--- src/hw/rtl/fejs_pkg.sv ---
// shared types and constants of the first-edge fetch and join stage
`timescale 1ns / 1ps

package fejs_pkg;

    localparam int WORD_W = 32;
    localparam int ADDR_W = 12;

    localparam int FULL_LEVEL_DEF  = 16;
    localparam int QUEUE_DEPTH_DEF = 32;
    localparam int TABLE_DEPTH_DEF = 4096;
    localparam int ID_WIDTH_DEF    = 20;

    // command queue between front and back
    localparam int CMD_DEPTH = 4;
    localparam int CMD_CNT_W = $clog2(CMD_DEPTH + 1);

    // operation codes
    localparam logic OP_TICK  = 1'b0;
    localparam logic OP_WRITE = 1'b1;

    // control bits of one classified request
    typedef struct packed {
        logic is_write;
        logic clear;
        logic read_valid;
        logic iter_end;
        logic iter_valid;
        logic ds_full;
        logic addr_ok;
    } t_ctl;

    localparam int CTL_W = $bits(t_ctl);

endpackage

--- src/hw/rtl/fejs_queue.sv ---
// circular data queue with a registered head read
`timescale 1ns / 1ps

module fejs_queue #(
    parameter int WIDTH = 32,
    parameter int DEPTH = 32
) (
    input  logic                         i_clk,
    input  logic                         i_rst_n,
    input  logic                         i_clear,
    input  logic                         i_push,
    input  logic [WIDTH-1:0]             i_push_data,
    input  logic                         i_pop,
    output logic [$clog2(DEPTH+1)-1:0]   o_count,
    output logic [WIDTH-1:0]             o_head_q
);
    localparam int PW = $clog2(DEPTH);
    localparam int CW = $clog2(DEPTH + 1);

    logic [WIDTH-1:0] r_mem [DEPTH];
    logic [WIDTH-1:0] r_head_q;
    logic [PW-1:0]    r_head, n_head;
    logic [PW-1:0]    r_tail, n_tail;
    logic [CW-1:0]    r_count, n_count;

    function automatic logic [PW-1:0] wrap_inc(input logic [PW-1:0] p);
        return (p == PW'(DEPTH - 1)) ? '0 : p + 1'b1;
    endfunction

    always_comb begin
        if (i_clear) begin
            n_head  = '0;
            n_tail  = '0;
            n_count = '0;
        end else begin
            n_head  = i_pop  ? wrap_inc(r_head) : r_head;
            n_tail  = i_push ? wrap_inc(r_tail) : r_tail;
            n_count = r_count + CW'(i_push) - CW'(i_pop);
        end
    end

    always_ff @(posedge i_clk) begin
        if (!i_rst_n) begin
            r_head  <= '0;
            r_tail  <= '0;
            r_count <= '0;
        end else begin
            r_head  <= n_head;
            r_tail  <= n_tail;
            r_count <= n_count;
        end
    end

    // storage: write at tail, registered read at head
    always_ff @(posedge i_clk) begin
        if (i_push && !i_clear) begin
            r_mem[r_tail] <= i_push_data;
        end
        if (i_pop && !i_clear) begin
            r_head_q <= r_mem[r_head];
        end
    end

    assign o_count  = r_count;
    assign o_head_q = r_head_q;

    a_push_room: assert property (@(posedge i_clk) disable iff (!i_rst_n)
        !(i_push && 32'(r_count) == DEPTH))
        else $error("data queue pushed while full");

    a_pop_data: assert property (@(posedge i_clk) disable iff (!i_rst_n)
        !(i_pop && r_count == '0))
        else $error("data queue popped while empty");

endmodule

--- src/hw/rtl/fejs_back.sv ---
// back part: vertex and edge queues, join and result register
`timescale 1ns / 1ps

module fejs_back #(
    parameter int FULL_LEVEL  = fejs_pkg::FULL_LEVEL_DEF,
    parameter int QUEUE_DEPTH = fejs_pkg::QUEUE_DEPTH_DEF,
    parameter int ID_WIDTH    = fejs_pkg::ID_WIDTH_DEF
) (
    input  logic                          i_clk,
    input  logic                          i_rst_n,
    input  logic                          i_cmd_valid,
    input  fejs_pkg::t_ctl                i_ctl,
    input  logic                          i_flag,
    input  logic [ID_WIDTH-1:0]           i_id,
    input  logic [fejs_pkg::WORD_W-1:0]   i_value,
    input  logic [fejs_pkg::WORD_W-1:0]   i_word,
    output logic                          o_cmd_pop,
    output logic                          o_valid,
    input  logic                          i_ready,
    output logic                          o_stage_full,
    output logic                          o_push_flag_out,
    output logic [ID_WIDTH-1:0]           o_vertex_id_out,
    output logic [fejs_pkg::WORD_W-1:0]   o_vertex_value_out,
    output logic [fejs_pkg::WORD_W-1:0]   o_first_edge_out,
    output logic                          o_out_valid,
    output logic                          o_iteration_end_out
);
    import fejs_pkg::*;

    localparam int CW = $clog2(QUEUE_DEPTH + 1);
    localparam int VW = 1 + ID_WIDTH + WORD_W;

    logic              r_res_valid;
    logic              r_res_full;
    logic              r_res_pop;
    logic              r_res_iter;
    logic              r_pend_valid;
    logic [WORD_W-1:0] r_pend_word;

    logic [CW-1:0]     w_vcnt, w_ecnt;
    logic [VW-1:0]     w_vhead;
    logic [WORD_W-1:0] w_ehead;
    logic              w_exec, w_tick, w_clr;
    logic              w_vpush, w_epush, w_pop, w_iter;
    logic              w_vempty, w_eempty;
    logic [31:0]       w_vcnt_next;
    logic              w_full;

    assign w_exec   = i_cmd_valid && (!r_res_valid || i_ready);
    assign w_tick   = w_exec && !i_ctl.is_write;
    assign w_clr    = w_tick && i_ctl.clear;
    assign w_vempty = (w_vcnt == '0);
    assign w_eempty = (w_ecnt == '0);

    assign w_vpush = w_tick && !i_ctl.clear && i_ctl.read_valid
                   && (32'(w_vcnt) < QUEUE_DEPTH);
    assign w_epush = w_tick && !i_ctl.clear && r_pend_valid
                   && (32'(w_ecnt) < QUEUE_DEPTH);
    assign w_pop   = w_tick && !i_ctl.clear && !i_ctl.ds_full && !w_vempty && !w_eempty;
    assign w_iter  = w_tick && !i_ctl.clear && i_ctl.iter_end && i_ctl.iter_valid
                   && w_vempty && !i_ctl.read_valid;

    assign w_vcnt_next = 32'(w_vcnt) + 32'(w_vpush) - 32'(w_pop);
    assign w_full      = !w_clr && (w_vcnt_next >= FULL_LEVEL);

    fejs_queue #(
        .WIDTH (VW),
        .DEPTH (QUEUE_DEPTH)
    ) u_vertex_queue (
        .i_clk       (i_clk),
        .i_rst_n     (i_rst_n),
        .i_clear     (w_clr),
        .i_push      (w_vpush),
        .i_push_data ({i_flag, i_id, i_value}),
        .i_pop       (w_pop),
        .o_count     (w_vcnt),
        .o_head_q    (w_vhead)
    );

    fejs_queue #(
        .WIDTH (WORD_W),
        .DEPTH (QUEUE_DEPTH)
    ) u_edge_queue (
        .i_clk       (i_clk),
        .i_rst_n     (i_rst_n),
        .i_clear     (w_clr),
        .i_push      (w_epush),
        .i_push_data (r_pend_word),
        .i_pop       (w_pop),
        .o_count     (w_ecnt),
        .o_head_q    (w_ehead)
    );

    always_ff @(posedge i_clk) begin
        if (!i_rst_n) begin
            r_res_valid  <= 1'b0;
            r_res_full   <= 1'b0;
            r_res_pop    <= 1'b0;
            r_res_iter   <= 1'b0;
            r_pend_valid <= 1'b0;
            r_pend_word  <= '0;
        end else begin
            if (w_exec) begin
                r_res_valid <= 1'b1;
                r_res_full  <= w_full;
                r_res_pop   <= w_pop;
                r_res_iter  <= w_iter;
            end else if (i_ready) begin
                r_res_valid <= 1'b0;
            end
            // table word fetched by this tick joins the edge queue on the next tick
            if (w_tick) begin
                r_pend_valid <= !i_ctl.clear && i_ctl.read_valid;
                r_pend_word  <= i_word;
            end
        end
    end

    assign o_cmd_pop           = w_exec;
    assign o_valid             = r_res_valid;
    assign o_stage_full        = r_res_full;
    assign o_out_valid         = r_res_pop;
    assign o_iteration_end_out = r_res_iter;
    assign o_push_flag_out     = r_res_pop ? w_vhead[VW-1] : 1'b0;
    assign o_vertex_id_out     = r_res_pop ? w_vhead[VW-2 -: ID_WIDTH] : '0;
    assign o_vertex_value_out  = r_res_pop ? w_vhead[WORD_W-1:0] : '0;
    assign o_first_edge_out    = r_res_pop ? w_ehead : '0;

endmodule

--- config.mk ---
export PLATFORM = sky130hd
export DESIGN_NAME = fejs_back
export DESIGN_NICKNAME = d
export VERILOG_FILES = /design/src/hw/rtl/fejs_pkg.sv /design/src/hw/rtl/fejs_queue.sv /design/src/hw/rtl/fejs_back.sv
export SDC_FILE = /design/constraint.sdc
export NUM_CORES = 2
export LEC_CHECK = 0
export BUFFER_PORTS_ARGS = -buffer_cell sky130_fd_sc_hd__buf_2
export CELL_PAD_IN_SITES_DETAIL_PLACEMENT = 0
export CELL_PAD_IN_SITES_GLOBAL_PLACEMENT = 1
export CORE_MARGIN = 5
export CORE_UTILIZATION = 50
export DETAILED_ROUTE_END_ITERATION = 12
export PLACE_DENSITY = 0.84
export SETUP_SLACK_MARGIN = 0.02
export SYNTH_ARGS = -nofsm -noshare
export SYNTH_HDL_FRONTEND = slang
export SYNTH_SLANG_ARGS = --single-unit
--- constraint.sdc ---
create_clock -name i_clk -period 12.3 [get_ports i_clk]
set_clock_uncertainty 0.1 [all_clocks]
set_input_delay 0.615 -clock i_clk [delete_from_list [all_inputs] [get_ports i_clk]]
set_output_delay 0.615 -clock i_clk [all_outputs]
set_load 0.01 [all_outputs]
Word-level counts from Yosys, hierarchy flattened
Memories as Yosys holds them, arrays and structs flattened. A register that Yosys moved wholly into a read port is not among the register bits.
Index checks and enable logic that the tools add are counted.

storage, ports and cells
  bits of input ports = 96
  flip-flop bits (word level) = 69
  bits in read-only memories = 0
  memory bits (writable) = 2,720
  memories = 2
  latch bits = 0

memories
  name                  depth  width  read ports  clocked after Yosys merged registers in  write ports  line              RTL
  u_vertex_queue.r_mem  32     53     1           1                                        1            fejs_queue.sv:20  logic [WIDTH-1:0] r_mem [DEPTH];
  u_edge_queue.r_mem    32     32     1           1                                        1            fejs_queue.sv:20

cells by class
  mux-type cells = 14
  bitwise gates (word level) = 1
  equality and inequality tests = 4
  multiply operators = 0
  div/mod/pow operators = 0
  $add $sub $neg = 10
  magnitude comparators = 3
  reduce and logical (&&, ||, !) cells = 33
  shift operators = 0

operators with widths
  operator               number
  $mux W32               2
  $ge A32 B5 Y1 const B  1
  $add A5 B1 Y5 const B  4
  $eq A5 B5 Y1 const B   4
  $logic_and A1 B1 Y1    20
  $mux W20               1
  $mux W5                4
  $add A6 B1 Y6          2
  $logic_not A6 Y1       2
  $lt A6 B6 Y1 const B   2
  $sub A6 B1 Y6          2
  $logic_not A1 Y1       8
  $sub A7 B1 Y8          1
  $add A6 B1 Y7          1
  $mux W1                7
  $reduce_bool A2 Y1     1
  $reduce_or A2 Y1       1
  $logic_or A1 B1 Y1     1
  $not A1 Y1             1

Depth between registers and ports, before layout
  depth after elaboration = 11
  gate-level depth with buffers = 18

Hierarchy
Synthesis repeated with hierarchy kept, for this count alone.

second synthesis, totals
  cell total of the unflattened synthesis = 5,667
  area, all modules = 110,942.7 um^2

by module, submodules not included
  module                       instances  cells each  area each (um^2)
  fejs_queue (u_vertex_queue)  1          3,326       67,422.2
  fejs_queue (u_edge_queue)    1          2,038       41,147.0
  fejs_back                    1          303         2,373.5

Least setup slack after synthesis
OpenSTA, ideal clock, no wires.

  path type = input port to flip-flop
  start point = input port i_ready
  end point = memory u_vertex_queue.r_mem[12][0] in the netlist's numbering, enable pin
  stages on the path = 5
  data required time = 11,736 ps
  path buffers = 0
  slack = 8,100 ps
  arrival time = 3,636 ps
  cells stage by stage = nand2b_1 > nand3_1 > nor2b_1 > nand2_1 > nor2_1

on the way
  word-level cells in the longest chain between the ends = 9
  elaborated cells on any way between the ends = 11
  classes of those cells = mux: 2; reduce/logical: 9

RTL lines
  element                            line              RTL
  start, declared                    fejs_back.sv:19   input logic i_ready,
  $logic_or A1 B1 Y1 (*)             fejs_back.sv:49   assign w_exec = i_cmd_valid && (!r_res_valid || i_ready);
  $logic_and A1 B1 Y1 (*)            fejs_back.sv:49
  $logic_and A1 B1 Y1 (*)            fejs_back.sv:50   assign w_tick = w_exec && !i_ctl.is_write;
  $logic_and A1 B1 Y1 (2 in series)  fejs_back.sv:55   assign w_vpush = w_tick && !i_ctl.clear && i_ctl.read_valid
  $logic_and A1 B1 Y1                fejs_back.sv:56   && (32'(w_vcnt) < QUEUE_DEPTH);
  $logic_and A1 B1 Y1 (*)            fejs_queue.sv:56  if (i_push && !i_clear) begin
  $mux W1 (*)                        fejs_queue.sv:56
  $mux W1 (not written as such) (*)  fejs_queue.sv:57  r_mem[r_tail] <= i_push_data;
  end, declared                      fejs_queue.sv:20

Mark *: on every way between the ends. The rest lies on a longest branch, timed or not.

==> impl_metrics.csv <==
group,metric,value,unit
finish,fin_nets,6023,
grt,grt_pass1_vias,56520,
synth,netlist_area,111000,µm²
floorplanning,fp.dieArea,231000,µm²
synth,synth_seq_cells,2874,
timing,finalSetupViolCount,0,
detailed_routing,num_vias,56149,
finish,utilization,56.8,%
clock_tree,clock-sinks,2874,
synth,ys_types,52,
timing,hold_viol_final,0,
finish,layout_common_cells,"2805 x edfxtp_1, 854 x mux2i_1, 340 x mux4_2",
clock_tree,htreeDepth,5,
power,ir_drop,0.149,mV
placed_design,place.gp.congestion,0.747,
power,switchingPower,3.70,mW
detailed_routing,drt-pass1-iter-count,5,
clock_tree,postCtsSetupBuffers,0,
detailed_routing,remaining_drc_errors,0,
clock_tree,clock_latency,0.93,ns
floorplanning,core,220000,µm²
synth,synth_area_per_cell,19.9,µm²
placed_design,hpwl,131000,µm
clock_tree,clk_path_buf_depth,4,
power,swShare,19.1,%
placed_design,numPortBuffers,184,
synth,synth_nets,5694,
timing,slew_headroom,14.2,%
clock_tree,cts_root_buffer,"clkbuf_16",
clock_tree,path_clk_slew,0.06,ns
power,total_power,19.4,mW
timing,whs,0.0652,ns
timing,slew_viol_final,0,
floorplanning,num_io_pins,186,
worst_setup_path,worstSetupEndpointType,"flip-flop",
power,power.leakage,38.6,nW
grt,grt_overflow_total,0,
floorplanning,die_w,480,µm
power,power-per-cell-area,155,nW/µm²
timing,worst_pin_slew,1.29,ns
detailed_routing,first_iter_violations,6363,
floorplanning,die_h,480,µm
detailed_routing,ant_nets,0,
worst_setup_path,regToRegStartpoint,"u_vertex_queue.r_head[0]$_SDFFE_PP0P_",
worst_setup_path,start_kind,"flip-flop",
worst_setup_path,worstSetupPathType,"flip-flop to flip-flop",
finish,layout-drive-gt1-share,18.4,%
synth,synth_edf_count,2805,
detailed_routing,wl_per_cell,29.0,µm
timing,tns,0,ns
synth,ys_warn_count,0,
power,pwr-share-clk,43.5,%
timing,max_freq,209,MHz
worst_setup_path,worstPathArrival,5.32,ns
timing,rsz0062_at_grt,"no",
detailed_routing,viasPerCell,6.19,
clock_tree,cts-buffers-inserted,299,
detailed_routing,routed_wl,263000,µm
grt,grtUsageTotal,22.4,%
worst_setup_path,r2r-end,"u_vertex_queue.o_head_q[28]$_DFFE_PP_",
grt,grt_pass1_wl,380000,µm
synth,synthesis.instances,5564,
power,pwr-share-seq,55.6,%
finish,final_common_cell,"edfxtp_1",
worst_setup_path,crit_path_start,"u_vertex_queue.r_head[0]$_SDFFE_PP0P_",
grt,grt_max_degree,166,
power,p_int,15.7,mW
status,outcome,"completed",
worst_setup_path,crit_end,"u_vertex_queue.o_head_q[28]$_DFFE_PP_",
worst_setup_path,r2r_setup_slack,7.52,ns
synth,ys.flop_type,"edfxtp_1",
timing,fin_crit,4.78,ns
worst_setup_path,required,12.84,ns
min_path,hold_class,"primary input to flip-flop",
synth,yosysSeqAreaShare,77.4,%
timing,setup_ws,7.52,ns
placed_design,place_ws,7.27,ns
clock_tree,tritoncts,"done",
synth,async_flop_share,0,%
power,power_frac_comb,0.9,%
finish,area_delta_synth_final,12.9,%
flow_run,max_cap_violations,0,
worst_setup_path,path_max_fanout,43,
floorplanning,num_rows,172,
floorplanning,initial_core_util,50.3,%
timing,finalCritPeriodShare,38.8,%
worst_setup_path,r2r_cells,8,
grt,antenna_found_initial,31,
-- worst max-delay path, cell delays in order, from the launching register on --
cell      delay (ns)
dfxtp_4         0.57
buf_4           0.54
nor2_4          0.88
buf_4           0.69
buf_4           0.73
a22o_1          0.24
nor3_1          0.06
a31oi_1         0.36
o221ai_1        0.21
-- what timing repair did --
item,CTS,global route
resized for setup,0,0
hold buffers,42,0
endpoints found under the hold margin,68,0
-- per-stage QoR --
step | area (µm²) | std cells
after CTS | 125000 | 9061
after global routing | 125000 | 9065
after detailed placement | 115000 | 8508
final | 125000 | 9072
after floorplan | 111000 | 5564
after global placement | 115000 | 8508
-- power by group through the flow --
stage,clock [mW],combinational (mW),sequential (mW)
4_1_cts,8.53,0.169,10.8
2_1_floorplan,0,0.0508,11.0
3_5_place_dp,0,0.159,11.0
5_1_grt,8.95,0.188,10.8
6_report,8.43,0.169,10.8
3_3_place_gp,0,0.150,11.0
-- sequential cells by signal, indices dropped and copies added (netlist names) --
| name | flops |
|---|---|
| u_vertex_queue.r_mem | 1696 |
| u_edge_queue.r_mem | 1024 |
| u_vertex_queue.o_head_q | 53 |
| r_pend_word | 32 |
| u_edge_queue.o_head_q | 32 |
| u_edge_queue.o_count | 6 |
| u_vertex_queue.o_count | 6 |
| u_edge_queue.r_head | 5 |
| u_edge_queue.r_tail | 5 |
| u_vertex_queue.r_head | 5 |
| u_vertex_queue.r_tail | 5 |
| o_iteration_end_out | 1 |
| o_out_valid | 1 |
| o_stage_full | 1 |
| o_valid | 1 |
| r_pend_valid | 1 |
-- synthesized netlist by cell type, types with 9 or more instances --
library cell / count / area share (%)
o221ai_1: 85 / 0.67
inv_1: 27 / 0.092
nand2_1: 182 / 0.62
buf_2: 124 / 0.56
ha_1: 32 / 0.36
a22oi_1: 131 / 0.89
edfxtp_1: 2805 / 76
and2_1: 87 / 0.49
a21oi_1: 110 / 0.50
a31oi_1: 88 / 0.50
a21boi_0: 35 / 0.24
mux2i_1: 854 / 7.7
o21ai_0: 11 / 0.050
clkbuf_1: 158 / 0.54
buf_1: 30 / 0.10
nor2_1: 94 / 0.32
and3_1: 30 / 0.17
nor2b_1: 9 / 0.051
a22o_1: 124 / 0.98
dfxtp_1: 69 / 1.2
nor3_1: 68 / 0.31
mux4_2: 340 / 6.9
-- worst min path at each step --
stage / start / end / slack, ns / cells past startpoint
4_1_cts: i_value[23] / u_vertex_queue.r_mem[26][23]$_DFFE_PP_ / 0.004 / 1
3_3_place_gp: r_pend_valid$_SDFFE_PN0N_ / r_pend_valid$_SDFFE_PN0N_ / 0.36 / 2
3_5_place_dp: r_pend_word[12]$_SDFFE_PN0N_ / r_pend_word[12]$_SDFFE_PN0N_ / 0.37 / 2
2_1_floorplan: r_pend_valid$_SDFFE_PN0N_ / r_pend_valid$_SDFFE_PN0N_ / 0.34 / 2
5_1_grt: i_value[9] / u_vertex_queue.r_mem[29][9]$_DFFE_PP_ / 0.03 / 1
6_report: i_id[7] / u_vertex_queue.r_mem[26][39]$_DFFE_PP_ / 0.07 / 1
-- area by class of cell --
class / count / area [µm²]
clock inverter: 125 / 973
tap: 2958 / 3700
sequential: 2874 / 85600
multi-input combinational: 2348 / 24100
inverter: 29 / 114
fill: 15817 / 95100
clock buffer: 386 / 8050
antenna: 11 / 27.5
timing repair buffer: 341 / 2270
-- layer usage --
metal  vias to the layer above  GRT usage, %  share of wire (%)  wire, µm
met4                        12          7.63                3.2      8480
met1                     29180          29.9                 38     99900
met2                      2981          37.4                 50    131000
li1                      23423             -                  -         -
met3                       553          4.38                8.9     23400
met5                         -             0              0.030        80
-- cell families after synthesis --
family                   synth area share [%]
adder cells (fa/ha/maj)                 0.398
multiplexers                             14.7
XOR/XNOR                               0.0554
AND/OR/NAND/NOR                          2.27
flip-flops                               77.4
buffers and inverters                    1.31
AO/OA/AOI/OAI                            3.90
No activity file was read; power rests on OpenSTA's default activity.
