**src/hw/rtl/fejs_cmd_fifo.sv**
```systemverilog
// small command queue that decouples the front from the back
`timescale 1ns / 1ps

module fejs_cmd_fifo #(
    parameter int WIDTH = 8,
    parameter int DEPTH = 4
) (
    input  logic                         i_clk,
    input  logic                         i_rst_n,
    input  logic                         i_push,
    input  logic [WIDTH-1:0]             i_data,
    input  logic                         i_pop,
    output logic                         o_valid,
    output logic [WIDTH-1:0]             o_data,
    output logic [$clog2(DEPTH+1)-1:0]   o_count
);
    localparam int PW = $clog2(DEPTH);
    localparam int CW = $clog2(DEPTH + 1);

    logic [WIDTH-1:0] r_mem [DEPTH];
    logic [PW-1:0]    r_head, n_head;
    logic [PW-1:0]    r_tail, n_tail;
    logic [CW-1:0]    r_count, n_count;

    function automatic logic [PW-1:0] wrap_inc(input logic [PW-1:0] p);
        return (p == PW'(DEPTH - 1)) ? '0 : p + 1'b1;
    endfunction

    always_comb begin
        n_head  = i_pop  ? wrap_inc(r_head) : r_head;
        n_tail  = i_push ? wrap_inc(r_tail) : r_tail;
        n_count = r_count + CW'(i_push) - CW'(i_pop);
    end

    always_ff @(posedge i_clk) begin
        if (!i_rst_n) begin
            r_head  <= '0;
            r_tail  <= '0;
            r_count <= '0;
        end else begin
            r_head  <= n_head;
            r_tail  <= n_tail;
            r_count <= n_count;
        end
    end

    always_ff @(posedge i_clk) begin
        if (i_push) begin
            r_mem[r_tail] <= i_data;
        end
    end

    assign o_valid = (r_count != '0);
    assign o_data  = r_mem[r_head];
    assign o_count = r_count;

    a_no_push_full: assert property (@(posedge i_clk) disable iff (!i_rst_n)
        !(i_push && !i_pop && 32'(r_count) == DEPTH))
        else $error("command queue overflow");

    a_no_pop_empty: assert property (@(posedge i_clk) disable iff (!i_rst_n)
        !(i_pop && r_count == '0))
        else $error("command queue underflow");

    a_count_step: assert property (@(posedge i_clk) disable iff (!i_rst_n)
        (i_push && !i_pop) |=> (r_count == $past(r_count) + 1'b1))
        else $error("command queue count mismatch");

endmodule

```
**config.mk**
```make
export PLATFORM = sky130hd
export DESIGN_NAME = fejs_cmd_fifo
export DESIGN_NICKNAME = d
export VERILOG_FILES = /design/src/hw/rtl/fejs_cmd_fifo.sv
export SDC_FILE = /design/constraint.sdc
export NUM_CORES = 1
export LEC_CHECK = 0
export ABC_CLOCK_PERIOD_IN_PS = 2750
export BUFFER_PORTS_ARGS = -buffer_cell sky130_fd_sc_hd__buf_2
export CAP_MARGIN = 15
export CORE_UTILIZATION = 40
export CTS_BUF_LIST = sky130_fd_sc_hd__clkbuf_8
export DETAILED_ROUTE_END_ITERATION = 16
export PLACE_DENSITY = 0.62
export REMOVE_ABC_BUFFERS = 1
export SETUP_SLACK_MARGIN = 0.4
export SLEW_MARGIN = 10
export SYNTH_ARGS = -nofsm -noshare
export SYNTH_HDL_FRONTEND = slang
export SYNTH_SLANG_ARGS = --single-unit
```
**constraint.sdc**
```tcl
create_clock -name i_clk -period 2.75 [get_ports i_clk]
set_input_delay 0.55 -clock i_clk [delete_from_list [all_inputs] [get_ports i_clk]]
set_output_delay 0.55 -clock i_clk [all_outputs]
set_load 0.03 [all_outputs]
```
## After elaboration in Yosys (flattened, before gate mapping)

Memory sizes are Yosys's and may differ from the RTL's. A register that Yosys moved wholly into a read port is not among the register bits.
Cells that the tools add are included.

- Bits in registers: 7
- Bits in writable memories: 32
- Output and inout port bits: 12
- Word-level logic and storage cells: 17
- Memories: 1

Memory list:

| memory | depth | bits a word | rd ports | clocked after Yosys merged registers in | write ports | line | source |
|---|---|---|---|---|---|---|---|
| r_mem | 4 | 8 | 1 | 1 | 1 | 20 | `logic [WIDTH-1:0] r_mem [DEPTH];` |

- Add/subtract/negate cells: 4
- Equality and inequality tests: 2
- Muxes and demuxes: 6
- Reduce and logical (&&, ||, !) cells: 1

Operators by type and width:

| cell | count |
|---|---|
| 2-to-1 mux 2 bit | 4 |
| adder 2 x 1 -> 2 bit (second input constant) | 2 |
| equality test 2 bit (second input constant) | 2 |
| adder 3 x 1 -> 3 bit | 1 |
| nonzero test 3 bit | 1 |
| subtractor 3 x 1 -> 3 bit | 1 |
| 2-to-1 mux 1 bit | 2 |

## Depth between registers and ports, before layout

Gate-level depths: netlist of run 1.

- Depth in word-level cells: 4
- Gate-level depth with buffers: 8
- Gate-level depth less buffers: 8

## Least setup slack after synthesis of run 1

OpenSTA, ideal clock, no wires.

- Path type: register to register
- Start point: register r_count[0] (netlist: o_count[0])
- End point: register r_count[2] (netlist: o_count[2])
- Setup time: 0.117 ns
- Arrival: 1.626 ns
- Required time: 2.633 ns
- Path slack: 1.007 ns
- Stages on the path, launching flop included: 9
- Buffers on the path: 0
- Period minus slack after synthesis: 1.743 ns
- Cell sequence: dfxtp_1 > inv_1 > ha_1 > inv_1 > ha_1 > inv_1 > fa_1 > xnor3_1 > nor2_1

- Cells in the longest elaborated chain, start to end: 2

RTL lines:

| element | line | source |
|---|---|---|
| start: declaration | 23 | `logic [CW-1:0] r_count, n_count;` |
| start signal: assignment | 43 | `r_count <= n_count;` |
| adder 3 x 1 -> 3 bit | 32 | `n_count = r_count + CW'(i_push) - CW'(i_pop);` |
| subtractor 3 x 1 -> 3 bit | 32 |  |

Every way passes these cells.
A chain may end at the register's enable or synchronous reset.

==> flow_metrics.env, run 1 <==
export IMPL_synthDistinctLibCells=16
export IMPL_worstPathMaxFanout=8
export IMPL_synth_cell_area_um2=1603
export IMPL_multi_input_gate_area_in_the_final_layout_um2=422.9
export IMPL_wire_per_inst_um=14.84
export IMPL_top_level_ports=24
export IMPL_synth_top_area_share_pct=59.95
export IMPL_top_layer_used="met4"
export IMPL_crit_path_cell_trace="mux4_2, buf_2"
export IMPL_initialDrtViolationCount=34
export IMPL_detail_route_first_pass_iterations=4
export IMPL_core_area_um2=3744
export IMPL_critPathArrivalTime_ns=1.53
export IMPL_grt_ovfl_total=0
export IMPL_synth_compound_gate_area_share_pct=0.6245
export IMPL_clock_sinks=41
export IMPL_clk_latency_ns=0.29
export IMPL_synth_top_area_cell="sky130_fd_sc_hd__edfxtp_1"
export IMPL_synthesis_area_per_instance_um2=19.08
export IMPL_category_of_the_worst_setup_path_launch_point="flip-flop"
export IMPL_hold_bufs_inserted_after_cts=0
export IMPL_dp_hpwl_mm=1.703
export IMPL_cellLeakagePower_uw=0.0007208
export IMPL_maximum_number_of_pins_on_one_net_before_global_route_repair=14
export IMPL_post_cts_setup_buffer_count=0
export IMPL_cts_buffer_depth=2
export IMPL_synth_adder_area_share_pct=6.714
export IMPL_maxClockFrequency_mhz=480.5
export IMPL_dp_cells=153
export IMPL_met3WireLength_um=90
export IMPL_post_route_util_pct=50.67
export IMPL_tritoncts="yes"
export IMPL_die_height_um=65.30
export IMPL_antennaDiodeCount=0
export IMPL_drc=0
export IMPL_final_report_hold_violation_count=0
export IMPL_cts_clk_slew_worst_paths_ns=0.08
export IMPL_class_of_the_tightest_hold_or_removal_check="in -> reg"
export IMPL_seqCellArea_um2=1142
export IMPL_wl_met2_mm=1.278
export IMPL_areaGrowthSynthToFinish_pct=18.35
export IMPL_cts_max_level=2
export IMPL_number_of_global_route_vias_before_repair=831
export IMPL_grt_first_pass_wirelength_mm=3.884
export IMPL_pwr_density_cell_nw_per_um2=805.3
export IMPL_drt_wl_total_mm=2.389
export IMPL_synth_top_family_by_area="multiplexers"
export IMPL_layout_commonest_cell="sky130_fd_sc_hd__edfxtp_1"
export IMPL_cts_buf_count=5
export IMPL_clk_root_buffer_cell="sky130_fd_sc_hd__clkbuf_8"
export IMPL_antenna_violations_before_repair=0
export IMPL_number_of_synthesized_register_bits=41
export IMPL_placed_area_um2=1762
export IMPL_critical_path_endpoint_type="output pin"
export IMPL_post_drt_via_cell_ratio=4.950
export IMPL_critPathMaxStageDelay_ns=0.55
export IMPL_critical_path_class="reg -> out"
export IMPL_finish_net_count=132
export IMPL_slew_viol_final=0
export IMPL_maxCapViolCount=0
export IMPL_final_area_um2=1897
export IMPL_instances_no_fill=161
export IMPL_outcome="complete, no violations"
export IMPL_io_buffers=23
export IMPL_initial_core_util_pct=42.81
export IMPL_final_weighted_congestion_of_routability_driven_global_placement=0.6797
export IMPL_synth_sequential_area_ratio_pct=71.19
export IMPL_worst_slew_pin_transition_ns=0.4401
export IMPL_ctsResizeCount=0
export IMPL_finalCriticalPeriod_ns=2.081
export IMPL_yosys_warnings=0
export IMPL_detailedPlace_worstSlack_ns=0.7219
export IMPL_final_cell_mix="sky130_fd_sc_hd__edfxtp_1, sky130_fd_sc_hd__buf_2, sky130_fd_sc_hd__mux4_2, sky130_fd_sc_hd__dfxtp_1, sky130_fd_sc_hd__ha_1"
export IMPL_die_extent_in_x_um=65.30
export IMPL_met1_wire_length_um=976
export IMPL_slowest_stage="sky130_fd_sc_hd__mux4_2"
export IMPL_area_share_of_xor_xnor_cells_in_the_synthesized_design_pct=1.405
export IMPL_worst_slack_ns=0.6688
export IMPL_rsz0062_at_grt="no"
export IMPL_synthCells=84
export IMPL_synth_mux_area_fraction_pct=12.49
export IMPL_critPathRequiredTime_ns=2.20
export IMPL_full_die_area_um2=4264
export IMPL_filler_cells_inserted=323
export IMPL_timing_slew_headroom_pct=70.66
export IMPL_route_antenna_remaining_nets=0
export IMPL_track_usage_pct=13.24
export IMPL_yosys_top_cells_area="sky130_fd_sc_hd__edfxtp_1, sky130_fd_sc_hd__dfxtp_1, sky130_fd_sc_hd__mux4_2"
export IMPL_tns_ns=0
export IMPL_post_route_period_util_pct=75.68
export IMPL_synth_simple_area_share_pct=5.152
export IMPL_vdd_ir_drop_worst_uv=371.6
export IMPL_dr_total_vias=797
export IMPL_report_final_setup_viol=0
export IMPL_layout_drive_gt1_share_pct=35.40
export IMPL_rows=22
export IMPL_skew_ns=0.004595
path summary, 6_finish.rpt:
path                                              from                     end  slack [ns]  cells past startpoint
worst max-delay path                         flip-flop               o_data[4]        0.67                      2
worst min-delay path                         i_data[3]   r_mem[3][3]$_DFFE_PP_        0.47                      1
worst max register to register   o_count[0]$_SDFF_PN0_   o_count[2]$_SDFF_PN0_        1.14                      8
worst min register to register  r_tail[0]$_SDFFE_PN0P_  r_tail[0]$_SDFFE_PN0P_        0.54                      2
cell usage after synthesis:
master and number:
sky130_fd_sc_hd__a21oi_1 2, sky130_fd_sc_hd__and2_1 5, sky130_fd_sc_hd__buf_6 1, sky130_fd_sc_hd__clkbuf_2 1
sky130_fd_sc_hd__dfxtp_1 9, sky130_fd_sc_hd__edfxtp_1 32, sky130_fd_sc_hd__fa_1 1, sky130_fd_sc_hd__ha_1 7
sky130_fd_sc_hd__inv_1 6, sky130_fd_sc_hd__mux2i_1 2, sky130_fd_sc_hd__mux4_2 8, sky130_fd_sc_hd__nand2b_1 2
sky130_fd_sc_hd__nor2_1 4, sky130_fd_sc_hd__or3_1 1, sky130_fd_sc_hd__or3b_1 2, sky130_fd_sc_hd__xnor3_1 1
per-layer routing:
metal | vias up | track usage [%]
li1 | 372 | -
met1 | 400 | 14.53
met2 | 17 | 22.94
met3 | 8 | 4.688
met4 | 0 | 5.707
met5 | - | 0
final cells by class:
class,instances,share of cell area [%]
multi-input cells,35,22.30
well taps,48,3.166
flip-flops and latches,41,60.22
repair buffers,23,6.069
inverters,6,1.187
clock buffers,5,3.628
clock inverters,3,3.430
critical path: cells and delay by family, from the launching register on:
family   cells  cell delay [ns]
mux          1             0.55
buf+inv      1             0.19
flops        1             0.50
power by group:
group / total (uW) / switching [uW] / internal (uW) / leakage, uW
combinational: 235 / 136 / 99.3 / 0.000284
clock: 555 / 194 / 360 / 0.0000681
sequential: 738 / 29.4 / 709 / 0.000369
cells by family after synthesis:
kind of cell,after synthesis
compound gates,2
xor+xnor,1
fa+ha+maj,8
buf+inv,8
flops,41
mux,10
simple gates,14
state kept, by name (all words and copies together), names as in the netlist, named ones only:
| signal | count |
|---|---|
| o_count | 3 |
| r_tail | 2 |
| r_mem | 32 |
| r_head | 2 |
through the flow:
stage,power (uW),hold WS [ns]
3_3_place_gp,980.5,0.4910
2_1_floorplan,920.1,0.4765
4_1_cts,1545,0.4581
3_5_place_dp,992.0,0.5283
6_report,1528,0.4724
5_1_grt,1585,0.4682
Power figures use the tool's default switching activity.
==> run 2, diff against run 1 <==
- ABC_CLOCK_PERIOD_IN_PS: 2750 -> 2100
- clock period: 2.75 -> 2.1 ns (I/O delays scaled with it)
==> run 2 against run 1 <==
  * Hold slack got worse by 0.13 ns
  * Clock-buffer cell count did not move
  * First-iteration DRC count fell by 26%
  * Clock skew decreased by 0.0023 ns
  * Critical path depth is 1 higher
  * Non-clock buffer count grew 2
  * Sequential power rose by 30%
  * Utilization is 0.57 points higher
  * Global-route usage is 0.15 points higher
  * Register-to-register slack got worse by 0.63 ns
  * Via count down 1.3%
  * Critical path type unchanged
==> flow_metrics.env, run 2 (synthesized netlist as in run 1, its figures left out) <==
export IMPL_cts_buf_count=5
export IMPL_clock_sinks=41
export IMPL_pwr_density_cell_nw_per_um2=928.4
export IMPL_critical_path_class="reg -> out"
export IMPL_critical_path_endpoint_type="output pin"
export IMPL_clk_root_buffer_cell="sky130_fd_sc_hd__clkbuf_8"
export IMPL_seqPwrFrac_pct=54.0
export IMPL_dp_hpwl_mm=1.644
export IMPL_comb_power_share_pct=19.5
export IMPL_largest_register_ffs=32
export IMPL_track_usage_pct=13.38
export IMPL_cts_clk_slew_worst_paths_ns=0.07
export IMPL_core_area_um2=3744
export IMPL_post_drt_via_cell_ratio=4.828
export IMPL_crit_path_cell_trace="buf_6, mux4_2, buf_6"
export IMPL_io_buffers=23
export IMPL_slowest_stage="sky130_fd_sc_hd__mux4_2"
export IMPL_cp_common_cell="sky130_fd_sc_hd__buf_6"
export IMPL_power_internal_uw=1312
export IMPL_antenna_violations_before_repair=0
export IMPL_maxClockFrequency_mhz=540.8
export IMPL_slew_viol_final=0
export IMPL_category_of_the_worst_setup_path_launch_point="flip-flop"
export IMPL_final_report_hold_violation_count=0
export IMPL_worst_slack_ns=0.2507
export IMPL_dp_cells=155
export IMPL_maximum_number_of_pins_on_one_net_before_global_route_repair=13
export IMPL_vdd_ir_drop_worst_uv=356.9
export IMPL_post_route_period_util_pct=88.06
export IMPL_cellLeakagePower_uw=0.0007309
export IMPL_p_sw_uw=469.0
export IMPL_regToRegEndpoint="o_count[2]$_SDFF_PN0_"
export IMPL_regToRegStartpoint="o_count[0]$_SDFF_PN0_"
export IMPL_detail_route_first_pass_iterations=4
export IMPL_worstPathMaxFanout=4
export IMPL_die_extent_in_x_um=65.30
export IMPL_top_level_ports=24
export IMPL_maxCapViolCount=0
export IMPL_detailedPlace_worstSlack_ns=0.3308
export IMPL_min_delay_worst_endpoint="r_mem[3][6]$_DFFE_PP_"
export IMPL_route_antenna_remaining_nets=0
export IMPL_areaGrowthSynthToFinish_pct=19.67
export IMPL_cts_buffer_depth=2
export IMPL_class_of_the_tightest_hold_or_removal_check="in -> reg"
export IMPL_drc=0
export IMPL_layout_commonest_cell="sky130_fd_sc_hd__edfxtp_1"
export IMPL_rows=22
export IMPL_post_route_util_pct=51.24
export IMPL_critPathMaxStageDelay_ns=0.51
export IMPL_instances_no_fill=163
export IMPL_tritoncts="yes"
export IMPL_antennaDiodeCount=0
export IMPL_finalCriticalPeriod_ns=1.849
export IMPL_finish_net_count=134
export IMPL_final_cell_mix="sky130_fd_sc_hd__edfxtp_1, sky130_fd_sc_hd__buf_2, sky130_fd_sc_hd__buf_6"
export IMPL_grt_first_pass_wirelength_mm=3.829
export IMPL_proportion_of_power_drawn_by_the_clock_network_pct=26.5
export IMPL_initialDrtViolationCount=25
export IMPL_grt_ovfl_total=0
export IMPL_final_weighted_congestion_of_routability_driven_global_placement=0.6773
export IMPL_initial_core_util_pct=42.81
export IMPL_tns_ns=0
export IMPL_report_final_setup_viol=0
export IMPL_worst_slew_pin_transition_ns=0.4643
export IMPL_worstHoldStart="i_data[6]"
export IMPL_total_power_uw=1781
export IMPL_full_die_area_um2=4264
export IMPL_p_sw_share_pct=26.34
export IMPL_number_of_global_route_vias_before_repair=803
export IMPL_r2r_worst_path_cells=8
export IMPL_outcome="complete, no violations"
export IMPL_clk_latency_ns=0.29
export IMPL_registers_top_by_ff_count="r_mem"
export IMPL_wire_per_inst_um=14.61
export IMPL_skew_ns=0.002331
export IMPL_drt_wl_total_mm=2.382
export IMPL_timing_hold_worst_path_depth=1
export IMPL_critPathRequiredTime_ns=1.68
export IMPL_rsz0062_at_grt="yes"
export IMPL_timing_slew_headroom_pct=69.05
export IMPL_dr_total_vias=787
export IMPL_critPathArrivalTime_ns=1.43
export IMPL_die_height_um=65.30
export IMPL_layout_drive_gt1_share_pct=35.65
export IMPL_register_to_register_path_setup_slack_ns=0.51
export IMPL_cts_max_level=2
export IMPL_hold_bufs_inserted_after_cts=0
[run 2: cell count changes in the layout (fill, tap and decap cells not counted)]
cell / delta
sky130_fd_sc_hd__buf_2: -8
sky130_fd_sc_hd__buf_6: +10
sky130_fd_sc_hd__inv_1: +1
sky130_fd_sc_hd__clkinv_2: +1
sky130_fd_sc_hd__bufinv_16: -2
[run 2: per-layer routing]
layer	GRT usage, %	wire length [um]
met5	0	0
met4	5.707	30
met3	5.729	126
met2	22.29	1251
met1	14.89	974
[run 2: cell type report]
cell class	count	area, um2
Inverter	6	22.52
Sequential cell	41	1142
Tap cell	48	60.06
Fill cell	320	1826
Timing Repair Buffer	25	187.7
Clock inverter	3	13.76
Clock buffer	5	68.82
Multi-Input combinational cell	35	422.9
[run 2: worst max-delay path: cells and delay by family, from the launching register on]
family | cells | cell delay [ns]
buffers and inverters | 2 | 0.29
flip-flops | 1 | 0.34
multiplexers | 1 | 0.51
[run 2: power groups by stage]
stage                     Combinational [uW]  Sequential [uW]  Clock, uW
final                                    348              962        471
after global routing                     374              969        511
after CTS                                350              964        486
after detailed placement                 319              981          0
after global placement                   314              976          0
after floorplan                          191             1010          0
[run 2: what timing repair did]
item	CTS	global route
setup endpoints to repair	8	8
gates resized for setup	19	0
setup buffers	0	0
[run 2: per-stage QoR]
step | hold WS [ns] | cell area (um2)
detailed placement | 0.5095 | 1777
CTS | 0.3335 | 1918
finish | 0.3429 | 1918
global placement | 0.5076 | 1777
global route | 0.3412 | 1918
floorplan | 0.4765 | 1587
[run 2: how the worst max path moves through the flow]
| stage | to | slack, ns | cells after the start |
|---|---|---|---|
| floorplan | o_count[2]$_SDFF_PN0_ | 0.36 | 8 |
| global placement | o_count[2]$_SDFF_PN0_ | 0.35 | 8 |
| detailed placement | o_count[2]$_SDFF_PN0_ | 0.33 | 8 |
| CTS | o_data[4] | 0.22 | 3 |
| global route | o_data[4] | 0.18 | 3 |
| finish | o_data[4] | 0.25 | 3 |
==> run 3, diff against run 2 <==
- ABC_AREA: default -> 1
==> run 3 against run 2 <==
  * Total power is 9.9% higher
  * Synthesized area grew 8.5%
  * Die area increased by 8.2%
  * Clock power increased by 34%
  * Largest cell class unchanged
  * Sequential power is 0.6% lower
  * Final area up 10%
==> flow_metrics.env, run 3 <==
export IMPL_outcome="complete, no violations"
export IMPL_worstPathMaxFanout=16
export IMPL_track_usage_pct=13.91
export IMPL_filler_cells_inserted=380
export IMPL_pwr_density_cell_nw_per_um2=924.6
export IMPL_io_buffers=23
export IMPL_highest_utilization_routing_layer_at_the_global_route_stage="met2"
export IMPL_slew_viol_final=0
export IMPL_synth_ff_type="sky130_fd_sc_hd__edfxtp_1"
export IMPL_drt_wl_total_mm=2.876
export IMPL_cts_max_level=2
export IMPL_regToRegEndpoint="o_count[2]$_SDFF_PN0_"
export IMPL_min_delay_worst_endpoint="r_mem[1][1]$_DFFE_PP_"
export IMPL_yosys_warnings=0
export IMPL_post_route_period_util_pct=80.32
export IMPL_synth_sequential_area_ratio_pct=65.61
export IMPL_full_die_area_um2=4616
export IMPL_ys_async_sr_fraction_pct=0
export IMPL_category_of_the_worst_setup_path_launch_point="flip-flop"
export IMPL_yosys_top_cells_area="sky130_fd_sc_hd__edfxtp_1, sky130_fd_sc_hd__dfxtp_1, sky130_fd_sc_hd__inv_1"
export IMPL_clk_latency_ns=0.29
export IMPL_worst_slack_ns=0.4133
export IMPL_register_to_register_path_setup_slack_ns=0.55
export IMPL_rows=23
export IMPL_synth_top_area_share_pct=55.25
export IMPL_critPathRequiredTime_ns=1.68
export IMPL_detail_route_first_pass_iterations=3
export IMPL_crit_path_cell_trace="clkbuf_16, o211ai_1, nand2_1, buf_4"
export IMPL_worst_slew_pin_transition_ns=0.3961
export IMPL_timing_hold_worst_path_depth=1
export IMPL_critical_path_endpoint_type="output pin"
export IMPL_yosysMostFrequentCell="sky130_fd_sc_hd__edfxtp_1"
export IMPL_skew_ns=0.009460
export IMPL_die_extent_in_x_um=67.94
export IMPL_holdWs_ns=0.3394
export IMPL_count_of_flip_flops_with_a_built_in_enable_after_synthesis=32
export IMPL_number_of_synthesized_register_bits=41
export IMPL_synth_top_area_cell="sky130_fd_sc_hd__edfxtp_1"
export IMPL_maxClockFrequency_mhz=592.9
export IMPL_groute_layer_met1_usage_pct=13.10
export IMPL_critPathArrivalTime_ns=1.27
export IMPL_maximum_number_of_pins_on_one_net_before_global_route_repair=33
export IMPL_finish_net_count=201
export IMPL_critical_path_class="reg -> out"
export IMPL_timing_slew_headroom_pct=73.57
export IMPL_clock_sinks=41
export IMPL_areaGrowthSynthToFinish_pct=21.73
export IMPL_maxCapViolCount=0
export IMPL_post_drt_via_cell_ratio=4.767
export IMPL_cts_buffer_depth=2
export IMPL_dp_hpwl_mm=1.908
export IMPL_grt_use_met2_pct=24.88
export IMPL_cts_clk_slew_worst_paths_ns=0.07
export IMPL_worstHoldStart="i_data[1]"
export IMPL_initialDrtViolationCount=45
export IMPL_tns_ns=0
export IMPL_vdd_ir_drop_worst_uv=448.4
export IMPL_core_area_um2=4086
export IMPL_tritoncts="yes"
export IMPL_wire_per_inst_um=12.40
export IMPL_clk_root_buffer_cell="sky130_fd_sc_hd__clkbuf_8"
export IMPL_top_level_ports=24
export IMPL_number_of_global_route_vias_before_repair=1030
export IMPL_final_report_hold_violation_count=0
export IMPL_grt_met3_usage_pct=4.167
export IMPL_detailedPlace_worstSlack_ns=0.3497
export IMPL_hold_bufs_inserted_after_cts=0
export IMPL_synthTopCellsByCount="sky130_fd_sc_hd__edfxtp_1, sky130_fd_sc_hd__inv_1, sky130_fd_sc_hd__nand2_1"
export IMPL_seqCellArea_um2=1149
export IMPL_dr_total_vias=1106
export IMPL_cellLeakagePower_uw=0.0009247
export IMPL_grt_first_pass_wirelength_mm=4.353
export IMPL_layout_drive_gt1_share_pct=24.73
export IMPL_initial_core_util_pct=42.56
export IMPL_drc=0
export IMPL_registers_top_by_ff_count="r_mem"
export IMPL_synthesis_area_per_instance_um2=11.52
export IMPL_synth_cell_area_um2=1739
export IMPL_critPathMaxStageDelay_ns=0.37
export IMPL_synthCells=151
export IMPL_final_weighted_congestion_of_routability_driven_global_placement=0.6923
export IMPL_report_final_setup_viol=0
export IMPL_slowest_stage="sky130_fd_sc_hd__dfxtp_4"
export IMPL_finalCriticalPeriod_ns=1.687
export IMPL_die_height_um=67.94
export IMPL_class_of_the_tightest_hold_or_removal_check="in -> reg"
export IMPL_multi_input_gate_area_in_the_final_layout_um2=447.9
export IMPL_regToRegStartpoint="o_count[0]$_SDFF_PN0_"
export IMPL_antenna_violations_before_repair=0
export IMPL_cts_buf_count=5
export IMPL_synthDistinctLibCells=16
export IMPL_final_cell_mix="sky130_fd_sc_hd__inv_1, sky130_fd_sc_hd__edfxtp_1, sky130_fd_sc_hd__nand2_1"
export IMPL_largest_register_ffs=32
export IMPL_antennaDiodeCount=0
export IMPL_rsz0062_at_grt="yes"
export IMPL_r2r_worst_path_cells=8
export IMPL_route_antenna_remaining_nets=0
export IMPL_grt_ovfl_total=0
run 3: changes by cell type after synthesis, moves of 3 or more:
cell / change
sky130_fd_sc_hd__o211ai_1: +6
sky130_fd_sc_hd__o21ai_1: +5
sky130_fd_sc_hd__nor2_1: +4
sky130_fd_sc_hd__and2_1: -5
sky130_fd_sc_hd__inv_1: +25
sky130_fd_sc_hd__a21oi_1: +8
sky130_fd_sc_hd__nand2_1: +26
sky130_fd_sc_hd__mux4_2: -8
sky130_fd_sc_hd__o21ai_0: +6
sky130_fd_sc_hd__buf_6: +3
run 3: how the worst max path moves through the flow:
| stage | from | to | slack [ns] |
|---|---|---|---|
| final | flip-flop | o_data[7] | 0.41 |
| after global routing | flip-flop | o_data[6] | 0.37 |
| after CTS | flip-flop | o_data[0] | 0.41 |
| after detailed placement | i_pop | o_count[2]$_SDFF_PN0_ | 0.35 |
| after global placement | i_pop | o_count[2]$_SDFF_PN0_ | 0.40 |
| after floorplan | o_count[0]$_SDFF_PN0_ | o_count[2]$_SDFF_PN0_ | 0.40 |
run 3: area by class of cell:
class | count | share of cell area [%]
tap | 50 | 2.955
inverter | 31 | 5.496
sequential | 41 | 54.26
timing repair buffer | 28 | 10.64
multi-input combinational | 74 | 21.16
clock inverter | 2 | 1.596
clock buffer | 6 | 3.901
run 3: metal layers:
layer	up-vias	routed length (um)
met3	8	115
met1	521	1204
met5	-	0
met4	0	85
met2	22	1472
li1	555	-
run 3: cell families after synthesis:
family,share of synthesized area (%)
flip-flops,65.61
buffers and inverters,9.712
adder cells (fa/ha/maj),6.187
AND/OR/NAND/NOR,7.914
AO/OA/AOI/OAI,10.58
run 3: report_power, final:
part           leakage, uW  internal (uW)  switching (uW)
sequential        0.000370            928            28.9
combinational     0.000492            138             232
clock            0.0000626            382             249
total             0.000925           1450             509
run 3: repair_timing:
item,4_1_cts,5_1_grt
cloned,0,1
endpoints found under the setup margin,8,8
setup buffers,0,2
resized for setup,13,17
pin swaps,0,3
run 3: through the flow:
step                total power [uW]  utilization (%)  std cells  area, um2
global placement                1284            45.99        221       1879
finish                          1957            51.81        232       2117
global route                    2050            51.81        232       2117
floorplan                       1194                -        146       1687
CTS                             1949            49.79        229       2034
detailed placement              1299            45.99        221       1879
run 3: critical path: cells and delay by family, from the launching register on:
| family | cells | cell delay [ns] |
|---|---|---|
| buf+inv | 2 | 0.34 |
| simple gates | 1 | 0.08 |
| flops | 1 | 0.37 |
| compound gates | 1 | 0.18 |
